## src/multichannel_biquad_filter_core_macros.svh

```systemverilog
// assertion macros for the filter core rtl
// no dependencies; included by the filter core top, which carries concurrent checks
`ifndef MULTICHANNEL_BIQUAD_FILTER_CORE_MACROS_SVH
`define MULTICHANNEL_BIQUAD_FILTER_CORE_MACROS_SVH

// same-cycle implication, disabled during reset
`define MBQ_ASSERT_NOW(label, clk, rst, ante, cons, msg) \
   label: assert property (@(posedge clk) disable iff (rst) (ante) |-> (cons)) \
      else $error(msg);

// next-cycle implication, disabled during reset
`define MBQ_ASSERT_NEXT(label, clk, rst, ante, cons, msg) \
   label: assert property (@(posedge clk) disable iff (rst) (ante) |=> (cons)) \
      else $error(msg);

`endif

```

## src/mbq_pkg.sv

```systemverilog
// shared types and constants for the multichannel biquad filter core
// no dependencies; imported by every module of the block
`default_nettype none

package mbq_pkg;

   // coefficient format, signed q3.16
   localparam int COEF_BITS = 19;
   localparam int COEF_FRAC = 16;

   // round half up before dropping the coefficient fraction bits
   localparam int ROUND_HALF = 1 << (COEF_FRAC - 1);

   // channel field width of the request
   localparam int CHAN_BITS = 3;

   // register interface
   localparam int CSR_DATA_BITS = 32;
   localparam int CSR_ADDR_BITS = 4;
   localparam int REG_IDX_BITS  = CSR_ADDR_BITS - 2;

   localparam logic [REG_IDX_BITS-1:0] REG_GAIN_COEF    = 2'd0;
   localparam logic [REG_IDX_BITS-1:0] REG_FEEDBACK_ONE = 2'd1;
   localparam logic [REG_IDX_BITS-1:0] REG_FEEDBACK_TWO = 2'd2;

   // coefficient set handed from the register block to the datapath
   typedef struct packed {
      logic signed [COEF_BITS-1:0] gain;
      logic signed [COEF_BITS-1:0] fb_one;
      logic signed [COEF_BITS-1:0] fb_two;
   } coef_type;

endpackage

`default_nettype wire

```

## src/multichannel_biquad_filter_core.sv

```systemverilog
// Multichannel direct-form-I biquad: takes one request per cycle while the
// rsp side does not stall. Each request lands in the input register when
// it is accepted and moves on into the result register, which drives the
// rsp side; while rsp stalls, it waits in the input register.
// The rate is set by the single
// arithmetic stage between those registers: three coefficient multiplies in
// parallel, a three-way sum, rounding and saturation. The per-channel history
// sits in flip-flops that reset clears at once, so there is no clearing pass;
// a request on a channel updates its history as its result is registered,
// so requests on the same channel may follow each other in back-to-back cycles.
// depends on mbq_pkg, mbq_csr, mbq_datapath and the assertion macro header
`default_nettype none

`include "multichannel_biquad_filter_core_macros.svh"

module multichannel_biquad_filter_core import mbq_pkg::*; #(
   parameter int CHANNELS    = 8,
   parameter int SAMPLE_BITS = 16,
   parameter int DATA_BITS   = ((SAMPLE_BITS + CHAN_BITS + 7) / 8) * 8
) (
   input  logic                     clock,
   input  logic                     reset,
   // request channel
   input  logic                     req_tvalid,
   output logic                     req_tready,
   input  logic [DATA_BITS-1:0]     req_tdata,   // sample_in, channel, zero pad
   input  logic                     req_tlast,   // block_end
   // result channel
   output logic                     rsp_tvalid,
   input  logic                     rsp_tready,
   output logic [DATA_BITS-1:0]     rsp_tdata,   // sample_out, channel_out, zero pad
   output logic                     rsp_tlast,   // block_end_out
   // register port
   input  logic                     csr_psel,
   input  logic                     csr_penable,
   input  logic                     csr_pwrite,
   input  logic [CSR_ADDR_BITS-1:0] csr_paddr,
   input  logic [CSR_DATA_BITS-1:0] csr_pwdata,
   output logic [CSR_DATA_BITS-1:0] csr_prdata,
   output logic                     csr_pready
);

   coef_type                      coef;

   logic                          s1_valid_ff;
   logic                          s1_valid_in;
   logic signed [SAMPLE_BITS-1:0] s1_sample_ff;
   logic [CHAN_BITS-1:0]          s1_chan_ff;
   logic                          s1_last_ff;

   logic                          rsp_valid_ff;
   logic                          rsp_valid_in;
   logic signed [SAMPLE_BITS-1:0] rsp_sample_ff;
   logic [CHAN_BITS-1:0]          rsp_chan_ff;
   logic                          rsp_last_ff;

   logic                          req_take;
   logic                          s1_move;
   logic signed [SAMPLE_BITS-1:0] filt_out;

   // coefficient registers
   mbq_csr u_csr (
      .clock       (clock),
      .reset       (reset),
      .csr_psel    (csr_psel),
      .csr_penable (csr_penable),
      .csr_pwrite  (csr_pwrite),
      .csr_paddr   (csr_paddr),
      .csr_pwdata  (csr_pwdata),
      .csr_prdata  (csr_prdata),
      .csr_pready  (csr_pready),
      .coef        (coef)
   );

   // handshake: input stage moves when the result register is free or being taken
   assign s1_move    = s1_valid_ff && (!rsp_valid_ff || rsp_tready);
   assign req_tready = !s1_valid_ff || s1_move;
   assign req_take   = req_tvalid && req_tready;

   always_comb begin
      s1_valid_in = s1_valid_ff;
      if (req_take) begin
         s1_valid_in = 1'b1;
      end else if (s1_move) begin
         s1_valid_in = 1'b0;
      end
   end

   always_comb begin
      rsp_valid_in = rsp_valid_ff;
      if (s1_move) begin
         rsp_valid_in = 1'b1;
      end else if (rsp_tready) begin
         rsp_valid_in = 1'b0;
      end
   end

   always_ff @(posedge clock) begin
      if (reset) begin
         s1_valid_ff  <= 1'b0;
         rsp_valid_ff <= 1'b0;
      end else begin
         s1_valid_ff  <= s1_valid_in;
         rsp_valid_ff <= rsp_valid_in;
      end
   end

   // input register
   always_ff @(posedge clock) begin
      if (req_take) begin
         s1_sample_ff <= req_tdata[SAMPLE_BITS-1:0];
         s1_chan_ff   <= req_tdata[SAMPLE_BITS+CHAN_BITS-1:SAMPLE_BITS];
         s1_last_ff   <= req_tlast;
      end
   end

   // history and arithmetic
   mbq_datapath #(
      .CHANNELS    (CHANNELS),
      .SAMPLE_BITS (SAMPLE_BITS)
   ) u_datapath (
      .clock   (clock),
      .reset   (reset),
      .coef    (coef),
      .sample  (s1_sample_ff),
      .channel (s1_chan_ff),
      .update  (s1_move),
      .result  (filt_out)
   );

   // result register
   always_ff @(posedge clock) begin
      if (s1_move) begin
         rsp_sample_ff <= filt_out;
         rsp_chan_ff   <= s1_chan_ff;
         rsp_last_ff   <= s1_last_ff;
      end
   end

   assign rsp_tvalid = rsp_valid_ff;
   assign rsp_tdata  = DATA_BITS'({rsp_chan_ff, rsp_sample_ff});
   assign rsp_tlast  = rsp_last_ff;

   // a request is only taken when the input register is free or draining
   `MBQ_ASSERT_NOW(a_take_free, clock, reset, req_take, !s1_valid_ff || s1_move, "request taken over a held stage")
   // a sample leaving the input register shows up as a result
   `MBQ_ASSERT_NEXT(a_move_rsp, clock, reset, s1_move, rsp_valid_ff, "moved sample lost")
   // a held input stage keeps its sample
   `MBQ_ASSERT_NEXT(a_s1_hold, clock, reset, s1_valid_ff && !s1_move, s1_valid_ff && $stable(s1_sample_ff) && $stable(s1_chan_ff), "held sample changed")

endmodule

`default_nettype wire

```

## src/mbq_csr.sv

```systemverilog
// coefficient registers behind a simple apb-style port
// depends on mbq_pkg
`default_nettype none

module mbq_csr import mbq_pkg::*; (
   input  logic                     clock,
   input  logic                     reset,
   input  logic                     csr_psel,
   input  logic                     csr_penable,
   input  logic                     csr_pwrite,
   input  logic [CSR_ADDR_BITS-1:0] csr_paddr,
   input  logic [CSR_DATA_BITS-1:0] csr_pwdata,
   output logic [CSR_DATA_BITS-1:0] csr_prdata,
   output logic                     csr_pready,
   output coef_type                 coef
);

   coef_type                coef_ff;
   coef_type                coef_in;
   logic                    wr_en;
   logic [REG_IDX_BITS-1:0] reg_idx;
   logic [COEF_BITS-1:0]    wr_coef;

   assign csr_pready = 1'b1;
   assign wr_en      = csr_psel && csr_penable && csr_pwrite && csr_pready;
   assign reg_idx    = csr_paddr[CSR_ADDR_BITS-1:2];
   assign wr_coef    = csr_pwdata[COEF_BITS-1:0];
   assign coef       = coef_ff;

   // register write decode, unknown indexes are dropped
   always_comb begin
      coef_in = coef_ff;
      if (wr_en) begin
         unique case (reg_idx)
            REG_GAIN_COEF:    coef_in.gain   = wr_coef;
            REG_FEEDBACK_ONE: coef_in.fb_one = wr_coef;
            REG_FEEDBACK_TWO: coef_in.fb_two = wr_coef;
            default:          coef_in = coef_ff;
         endcase
      end
   end

   always_ff @(posedge clock) begin
      if (reset) begin
         coef_ff <= '0;
      end else begin
         coef_ff <= coef_in;
      end
   end

   // read back, sign extended to the bus width
   always_comb begin
      unique case (reg_idx)
         REG_GAIN_COEF:    csr_prdata = CSR_DATA_BITS'(coef_ff.gain);
         REG_FEEDBACK_ONE: csr_prdata = CSR_DATA_BITS'(coef_ff.fb_one);
         REG_FEEDBACK_TWO: csr_prdata = CSR_DATA_BITS'(coef_ff.fb_two);
         default:          csr_prdata = '0;
      endcase
   end

endmodule

`default_nettype wire

```

## src/mbq_datapath.sv

```systemverilog
// per-channel history and the biquad arithmetic for one sample
// depends on mbq_pkg
`default_nettype none

module mbq_datapath import mbq_pkg::*; #(
   parameter int CHANNELS    = 8,
   parameter int SAMPLE_BITS = 16
) (
   input  logic                          clock,
   input  logic                          reset,
   input  coef_type                      coef,
   input  logic signed [SAMPLE_BITS-1:0] sample,
   input  logic [CHAN_BITS-1:0]          channel,
   input  logic                          update,
   output logic signed [SAMPLE_BITS-1:0] result
);

   localparam int IDX_BITS  = (CHANNELS > 1) ? $clog2(CHANNELS) : 1;
   localparam int TAP_BITS  = SAMPLE_BITS + 2;
   localparam int FF_BITS   = TAP_BITS + COEF_BITS;
   localparam int FB_BITS   = SAMPLE_BITS + COEF_BITS;
   localparam int ACC_BITS  = FF_BITS + 2;
   localparam int RND_BITS  = ACC_BITS - COEF_FRAC;
   localparam logic signed [RND_BITS-1:0] SAT_HI =
      RND_BITS'((64'sd1 <<< (SAMPLE_BITS - 1)) - 64'sd1);
   localparam logic signed [RND_BITS-1:0] SAT_LO = -SAT_HI - RND_BITS'(1);

   logic signed [SAMPLE_BITS-1:0] x1_ff [CHANNELS];
   logic signed [SAMPLE_BITS-1:0] x2_ff [CHANNELS];
   logic signed [SAMPLE_BITS-1:0] y1_ff [CHANNELS];
   logic signed [SAMPLE_BITS-1:0] y2_ff [CHANNELS];

   logic                          chan_ok;
   logic [IDX_BITS-1:0]           idx;
   logic signed [SAMPLE_BITS-1:0] x1;
   logic signed [SAMPLE_BITS-1:0] x2;
   logic signed [SAMPLE_BITS-1:0] y1;
   logic signed [SAMPLE_BITS-1:0] y2;
   logic signed [TAP_BITS-1:0]    x1_dbl;
   logic signed [TAP_BITS-1:0]    tap_sum;
   logic signed [FF_BITS-1:0]     ff_prod;
   logic signed [FB_BITS-1:0]     fb1_prod;
   logic signed [FB_BITS-1:0]     fb2_prod;
   logic signed [ACC_BITS-1:0]    acc;
   logic signed [ACC_BITS-1:0]    acc_rnd;
   logic signed [RND_BITS-1:0]    rounded;

   // out-of-range channels see zero history and leave it untouched
   assign chan_ok = (32'(channel) < CHANNELS);
   assign idx     = IDX_BITS'(channel);

   assign x1 = chan_ok ? x1_ff[idx] : '0;
   assign x2 = chan_ok ? x2_ff[idx] : '0;
   assign y1 = chan_ok ? y1_ff[idx] : '0;
   assign y2 = chan_ok ? y2_ff[idx] : '0;

   // feed-forward taps share the gain coefficient, so sum x + 2*x1 + x2 first
   assign x1_dbl  = TAP_BITS'(x1) <<< 1;
   assign tap_sum = TAP_BITS'(sample) + x1_dbl + TAP_BITS'(x2);

   assign ff_prod  = FF_BITS'(coef.gain) * FF_BITS'(tap_sum);
   assign fb1_prod = FB_BITS'(coef.fb_one) * FB_BITS'(y1);
   assign fb2_prod = FB_BITS'(coef.fb_two) * FB_BITS'(y2);

   assign acc = ACC_BITS'(ff_prod) - ACC_BITS'(fb1_prod) - ACC_BITS'(fb2_prod);

   // round half up, drop fraction bits, clamp to the sample range
   assign acc_rnd = acc + ACC_BITS'(ROUND_HALF);
   assign rounded = acc_rnd[ACC_BITS-1:COEF_FRAC];

   always_comb begin
      priority if (rounded > SAT_HI) begin
         result = SAT_HI[SAMPLE_BITS-1:0];
      end else if (rounded < SAT_LO) begin
         result = SAT_LO[SAMPLE_BITS-1:0];
      end else begin
         result = rounded[SAMPLE_BITS-1:0];
      end
   end

   // history shift for the channel of the sample that moves on
   always_ff @(posedge clock) begin
      if (reset) begin
         for (int i = 0; i < CHANNELS; i++) begin
            x1_ff[i] <= '0;
            x2_ff[i] <= '0;
            y1_ff[i] <= '0;
            y2_ff[i] <= '0;
         end
      end else if (update && chan_ok) begin
         x1_ff[idx] <= sample;
         x2_ff[idx] <= x1;
         y1_ff[idx] <= result;
         y2_ff[idx] <= y1;
      end
   end

endmodule

`default_nettype wire

```

## config.mk

```make
export PLATFORM = sky130hd
export DESIGN_NAME = multichannel_biquad_filter_core
export DESIGN_NICKNAME = d
export VERILOG_FILES = /design/src/mbq_pkg.sv /design/src/multichannel_biquad_filter_core.sv /design/src/mbq_csr.sv /design/src/mbq_datapath.sv
export VERILOG_INCLUDE_DIRS = /design/src /design/src/src
export SDC_FILE = /design/constraint.sdc
export NUM_CORES = 2
export LEC_CHECK = 0
export ABC_CLOCK_PERIOD_IN_PS = 22700
export BUFFER_PORTS_ARGS = -buffer_cell sky130_fd_sc_hd__buf_2
export CAP_MARGIN = 40
export CORE_UTILIZATION = 40
export CTS_CLUSTER_SIZE = 20
export DETAILED_ROUTE_END_ITERATION = 12
export SLEW_MARGIN = 20
export SYNTH_ARGS = -nofsm -noshare
export SYNTH_HDL_FRONTEND = slang
export SYNTH_SLANG_ARGS = --single-unit
```

## constraint.sdc

```tcl
create_clock -name clock -period 22.7 [get_ports clock]
set_clock_uncertainty 0.15 [all_clocks]
set_input_delay 3.405 -clock clock [delete_from_list [all_inputs] [get_ports clock]]
set_output_delay 3.405 -clock clock [all_outputs]
set_load 0.01 [all_outputs]
```

# --- After elaboration in Yosys (flattened, before gate mapping) ---
# Memories as Yosys holds them, arrays and structs flattened. A register that Yosys moved wholly into a read port is not among the register bits.
# Cells that the tools add are included.
word_totals:
  ff_bits: 99
  ramBits: 512
  output_inout_bits: 60
  word_cells: 73
  memories: 4
classes:
  addsub: 5
  multipliers: 3
  n_lt_le_gt_ge: 2
  n_eq_ne: 2
  muxes: 28
  reduce_logical: 18
memory_table:
  columns: ["name", "depth", "width", "rd", "rd_ports_with_merged_regs", "write_ports", "line", "source"]
  rows:
  - ["u_datapath.x1_ff", 8, 16, 1, 1, 8, "mbq_datapath.sv:28", "logic signed [SAMPLE_BITS-1:0] x1_ff [CHANNELS];"]
  - ["u_datapath.x2_ff", 8, 16, 1, 1, 8, "mbq_datapath.sv:29", "logic signed [SAMPLE_BITS-1:0] x2_ff [CHANNELS];"]
  - ["u_datapath.y1_ff", 8, 16, 1, 1, 8, "mbq_datapath.sv:30", "logic signed [SAMPLE_BITS-1:0] y1_ff [CHANNELS];"]
  - ["u_datapath.y2_ff", 8, 16, 1, 1, 8, "mbq_datapath.sv:31", "logic signed [SAMPLE_BITS-1:0] y2_ff [CHANNELS];"]
ops:
  columns: ["cell", "count"]
  rows:
  - ["16-bit two-way mux", 6]
  - ["32-bit case mux with 3 select lines", 1]
  - ["19-bit by 16-bit multiplier with 35-bit output", 2]
  - ["16-bit OR reduction", 4]
  - ["39-bit by 17-bit adder with 39-bit output (second input constant)", 1]
  - ["38-bit by 35-bit subtractor with 39-bit output", 1]
  - ["37-bit by 35-bit subtractor with 38-bit output", 1]
  - ["19-bit by 18-bit multiplier with 37-bit output", 1]
  - ["3-bit two-way mux", 8]
  - ["23-bit by 16-bit > comparator with 1-bit output (second input constant)", 1]
  - ["23-bit by 16-bit < comparator with 1-bit output (second input constant)", 1]
  - ["16-bit by 17-bit adder with 18-bit output", 1]
  - ["18-bit by 16-bit adder with 18-bit output", 1]
  - ["1-bit two-way mux", 13]
  - ["2-bit AND reduction", 3]
  - ["1-bit logical AND", 4]
  - ["2-bit nonzero test", 2]
  - ["2-bit by 1-bit equality test with 1-bit output (second input constant)", 1]
  - ["2-bit equality test (second input constant)", 1]
  - ["1-bit logical NOT", 2]
  - ["2-bit logical NOT", 1]
  - ["1-bit logical OR", 2]

# --- Logic depth before layout (Yosys ltp) ---
depth:
  word_depth: 10
  ltp_mapped: 50
  mapped_depth_nobuf: 43

# --- Modules after synthesis ---
# From an unflattened synthesis, not the netlist that was laid out.
unflattened:
  cells_unflattened: 5858
  hier_area_um2: 63423.3
modules_own_cells:
  columns: ["mod", "instances", "cells_per_inst", "area_each_um2"]
  rows:
  - ["mbq_datapath", 1, 5513, 59265.6]
  - ["mbq_csr", 1, 289, 2811.4]
  - ["multichannel_biquad_filter_core", 1, 56, 1346.3]

# --- Worst setup path before layout ---
# No wires, ideal clock.
synth_path:
  kind: "reg-to-reg"
  from: "register with a tool-made name"
  to: "memory u_datapath.y1_ff[1][4], data pin"
  setup_time_ns: 0.296
  arrival_time_ns: 13.494
  slack_ns: 8.760
  path_stages_with_launch: 51
  path_buffers: 8
  path_cell_list: "dfxtp_1 -> buf_2 -> buf_2 -> clkbuf_1 -> buf_1 -> mux4_2 -> mux2_2 -> fa_1 -> ha_1 -> inv_1 -> fa_1 -> nor2b_1 -> o21ai_0 -> a21boi_0 -> o21a_1 -> o21a_1 -> o2111ai_1 -> a31oi_1 -> [... 15 more ...] -> inv_1 -> fa_1 -> inv_1 -> fa_1 -> inv_1 -> ha_1 -> buf_2 -> and4_1 -> or3_1 -> o22ai_1 -> o31ai_2 -> a221o_1 -> nor4b_1 -> nor3_4 -> inv_2 -> buf_2 -> clkbuf_1 -> a221oi_1"
synth_rtl:
  columns: ["item", "line"]
  rows:
  - ["end: declaration", "mbq_datapath.sv:30"]

==> flow_metrics.py <==
metrics = {
    "status": {
        "status": "completed",
    },
    "global_route": {
        "grt_pass1_wl_mm": 271,
        "grt_pass1_vias": 45500,
        "globalRouteOverflowTotal": 0,
        "antenna_found_initial": 2,
        "grt_max_degree": 96,
        "track_usage": 0.218,
    },
    "drt": {
        "viasPerCell": 5.22,
        "vias": 41800,
        "drc": 0,
        "drt-initial-drc-count": 3103,
        "final_antenna_net_count": 0,
        "drtPass1Iterations": 5,
        "wl_mm": 173,
        "routedWlPerCell_um": 21.5,
    },
    "clocking": {
        "cts_tree": "done",
        "postCtsSetupBuffers": 0,
        "cts_made_buffers": 66,
        "clock_path_buffers": 3,
        "clk_latency_ns": 0.68,
        "clockRootBuffer": "clkbuf_16",
        "clk_pin_slew_ns": 0.06,
        "cts_num_sinks": 614,
        "htree_levels": 3,
        "ctsHoldBuffers": 0,
        "cts_resized": 0,
    },
    "final_layout": {
        "fill_cells": 15100,
        "layout-drive-gt1-share": 0.106,
        "stdcell_count": 8014,
        "regArea_um2": 17800,
        "areaGrowthSynthToFinish_pct": 9.34,
        "fin_util": 0.442,
        "final_nets": 7263,
        "multi_input_area_um2": 42000,
    },
    "critical_path": {
        "worstPathArrival_ns": 16.67,
        "worstSetupEndpoint": "u_datapath.y1_ff[6][5]",
        "reg2reg_to": "u_datapath.y1_ff[6][5]",
        "endpoint_kind": "register",
        "slowest_delay_ns": 0.83,
        "rrSetupSlack_ns": 6.24,
        "crit_type": "register to register",
        "cp_common_cell": "fa_1",
        "required_ns": 22.91,
        "worst-r2r-cell-count": 48,
        "cp-start-kind": "register",
        "critPathSlowestCell": "dfxtp_4",
        "cp_max_fo": 95,
    },
    "placement": {
        "io_buffers": 101,
        "dp_hpwl_mm": 128,
        "dp.cells": 7896,
        "routabilityCongestion": 0.904,
    },
    "floorplan": {
        "die-area_um2": 164000,
        "die_h_um": 406,
        "rows": 147,
        "die_w_um": 406,
        "start_util": 0.404,
        "core_um2": 161000,
        "ios": 128,
    },
    "timing": {
        "max_slew.worst_pin.slew_ns": 0.899,
        "finalWorstPathRequiredPeriod_ns": 16.46,
        "setup_viol": 0,
        "max_slew_margin": 0.400,
        "fmax_mhz": 60.7,
        "hold_viol_final": 0,
        "fin_crit_sh": 0.725,
        "rsz0062_at_grt": "false",
        "fin_tns_setup_ns": 0,
        "slew_viol_final": 0,
    },
    "worst_hold_path": {
        "hold_class": "register to register",
    },
    "synthesis": {
        "ys_warn_count": 0,
        "synth.distinct_cells": 71,
        "syn_inst": 5829,
        "synth_ff_type": "edfxtp_1",
        "syn-mean-instance-area_um2": 11.2,
        "synthArstFlopShare": 0,
        "seq_area_frac_synth": 0.274,
        "synth_seq_cells": 614,
        "synth_edf_count": 552,
        "syn_area_um2": 65100,
    },
    "job": {
        "drv_cap": 0,
    },
}
==> synth_stat cells, types with 12 or more instances <==
cell,count,area share
xor2_1,15,0.0020
clkbuf_1,272,0.016
a221oi_1,122,0.016
buf_2,16,0.0012
nand2b_1,71,0.0068
buf_4,28,0.0032
xnor2_1,27,0.0036
buf_1,39,0.0022
mux4_2,128,0.044
nor3_1,12,0.00092
inv_1,1143,0.066
nor2_1,367,0.021
and3_1,106,0.010
ha_1,239,0.046
fa_1,1150,0.35
a21o_1,17,0.0020
a21oi_1,89,0.0068
edfxtp_1,552,0.25
nor2b_1,345,0.033
dfxtp_1,62,0.019
mux2_2,59,0.010
a22oi_1,12,0.0014
mux2i_1,73,0.011
and2_1,249,0.024
nand2_1,482,0.028
o21ai_0,32,0.0025
==> layout by cell type (no fill, tap or decap), types with 11 or more instances in the layout <==
cell / netlist / final
fa_1: 1150 / 1150
inv_1: 1143 / 1143
edfxtp_1: 552 / 552
nand2_1: 482 / 476
nor2_1: 367 / 366
nor2b_1: 345 / 343
and2_1: 249 / 249
ha_1: 239 / 239
mux4_2: 128 / 128
a221oi_1: 122 / 122
buf_4: 28 / 112
and3_1: 106 / 106
buf_2: 16 / 102
a21oi_1: 89 / 89
clkbuf_16: 0 / 66
nand2b_1: 71 / 63
mux2_2: 59 / 59
dfxtp_1: 62 / 59
mux2i_1: 73 / 52
o21ai_0: 32 / 31
buf_8: 0 / 25
xnor2_1: 27 / 21
a21o_1: 17 / 17
mux2i_2: 0 / 13
clkbuf_1: 272 / 13
a22oi_1: 12 / 12
xor2_1: 15 / 11
==> registers in the layout, summed over array words and instances, names as in the netlist, named ones only <==
register,flops
rsp_chan_ff,3
s1_sample_ff,16
s1_last_ff,1
u_datapath.x1_ff,128
u_csr.coef,57
u_datapath.y1_ff,128
s1_valid_ff,1
rsp_tlast,1
s1_chan_ff,3
rsp_sample_ff,16
u_datapath.y2_ff,128
u_datapath.x2_ff,128
rsp_tvalid,1
==> worst max-delay path, delay by kind of cell (launching register included) <==
kind / cells / cell delay [ns]
adders and majority gates: 13 / 6.26
AOI/OAI and AO/OA: 14 / 3.70
buffers and inverters: 15 / 2.78
muxes: 3 / 1.69
DFF: 1 / 0.83
and+or+nand+nor: 3 / 0.57
==> stage by stage <==
stage | setup slack, ns | area, µm² | hold slack [ns]
6_report | 6.24 | 71200 | 0.285
5_1_grt | 5.29 | 71200 | 0.285
4_1_cts | 6.30 | 71200 | 0.285
3_5_place_dp | 6.37 | 69000 | 0.270
3_3_place_gp | 6.24 | 68200 | 0.254
2_1_floorplan | 8.76 | 65100 | 0.250
==> kinds of logic after synthesis <==
group                      share of synthesized area
DFF                                            0.274
adders and majority gates                      0.399
xor gates and xnor gates                     0.00599
buffers and inverters                         0.0883
other                                       0.000115
muxes                                         0.0657
and+or+nand+nor                                0.130
AOI/OAI and AO/OA                             0.0374
==> worst min path at each step <==
| stage | startpoint | to | slack (ns) | cells past startpoint |
|---|---|---|---|---|
| after floorplan | s1_last_ff | rsp_tlast | 0.25 | 0 |
| after global placement | s1_last_ff | rsp_tlast | 0.25 | 0 |
| after detailed placement | s1_last_ff | rsp_tlast | 0.27 | 0 |
| after CTS | s1_last_ff | rsp_tlast | 0.28 | 0 |
| after global routing | s1_last_ff | rsp_tlast | 0.28 | 0 |
| final | s1_last_ff | rsp_tlast | 0.29 | 0 |
==> layer usage <==
layer,GRT usage,wire (µm),vias to the layer above
met5,0,0,-
met4,0.0732,6150,0
met3,0.0230,8840,188
met2,0.384,88900,1244
met1,0.280,68800,22200
li1,-,-,18200
==> layout make-up <==
class / count / area share
Multi-Input combinational cell: 3720 / 0.590
Sequential cell: 614 / 0.250
Inverter: 1144 / 0.0603
Tap cell: 2160 / 0.0380
Timing Repair Buffer: 260 / 0.0307
Clock buffer: 82 / 0.0245
Clock inverter: 33 / 0.00661
Antenna cell: 1 / 0.0000351
Power is left out: the tool's default activity adds up to more than one toggle a clock period on the data nets, which glitch-free logic cannot reach.
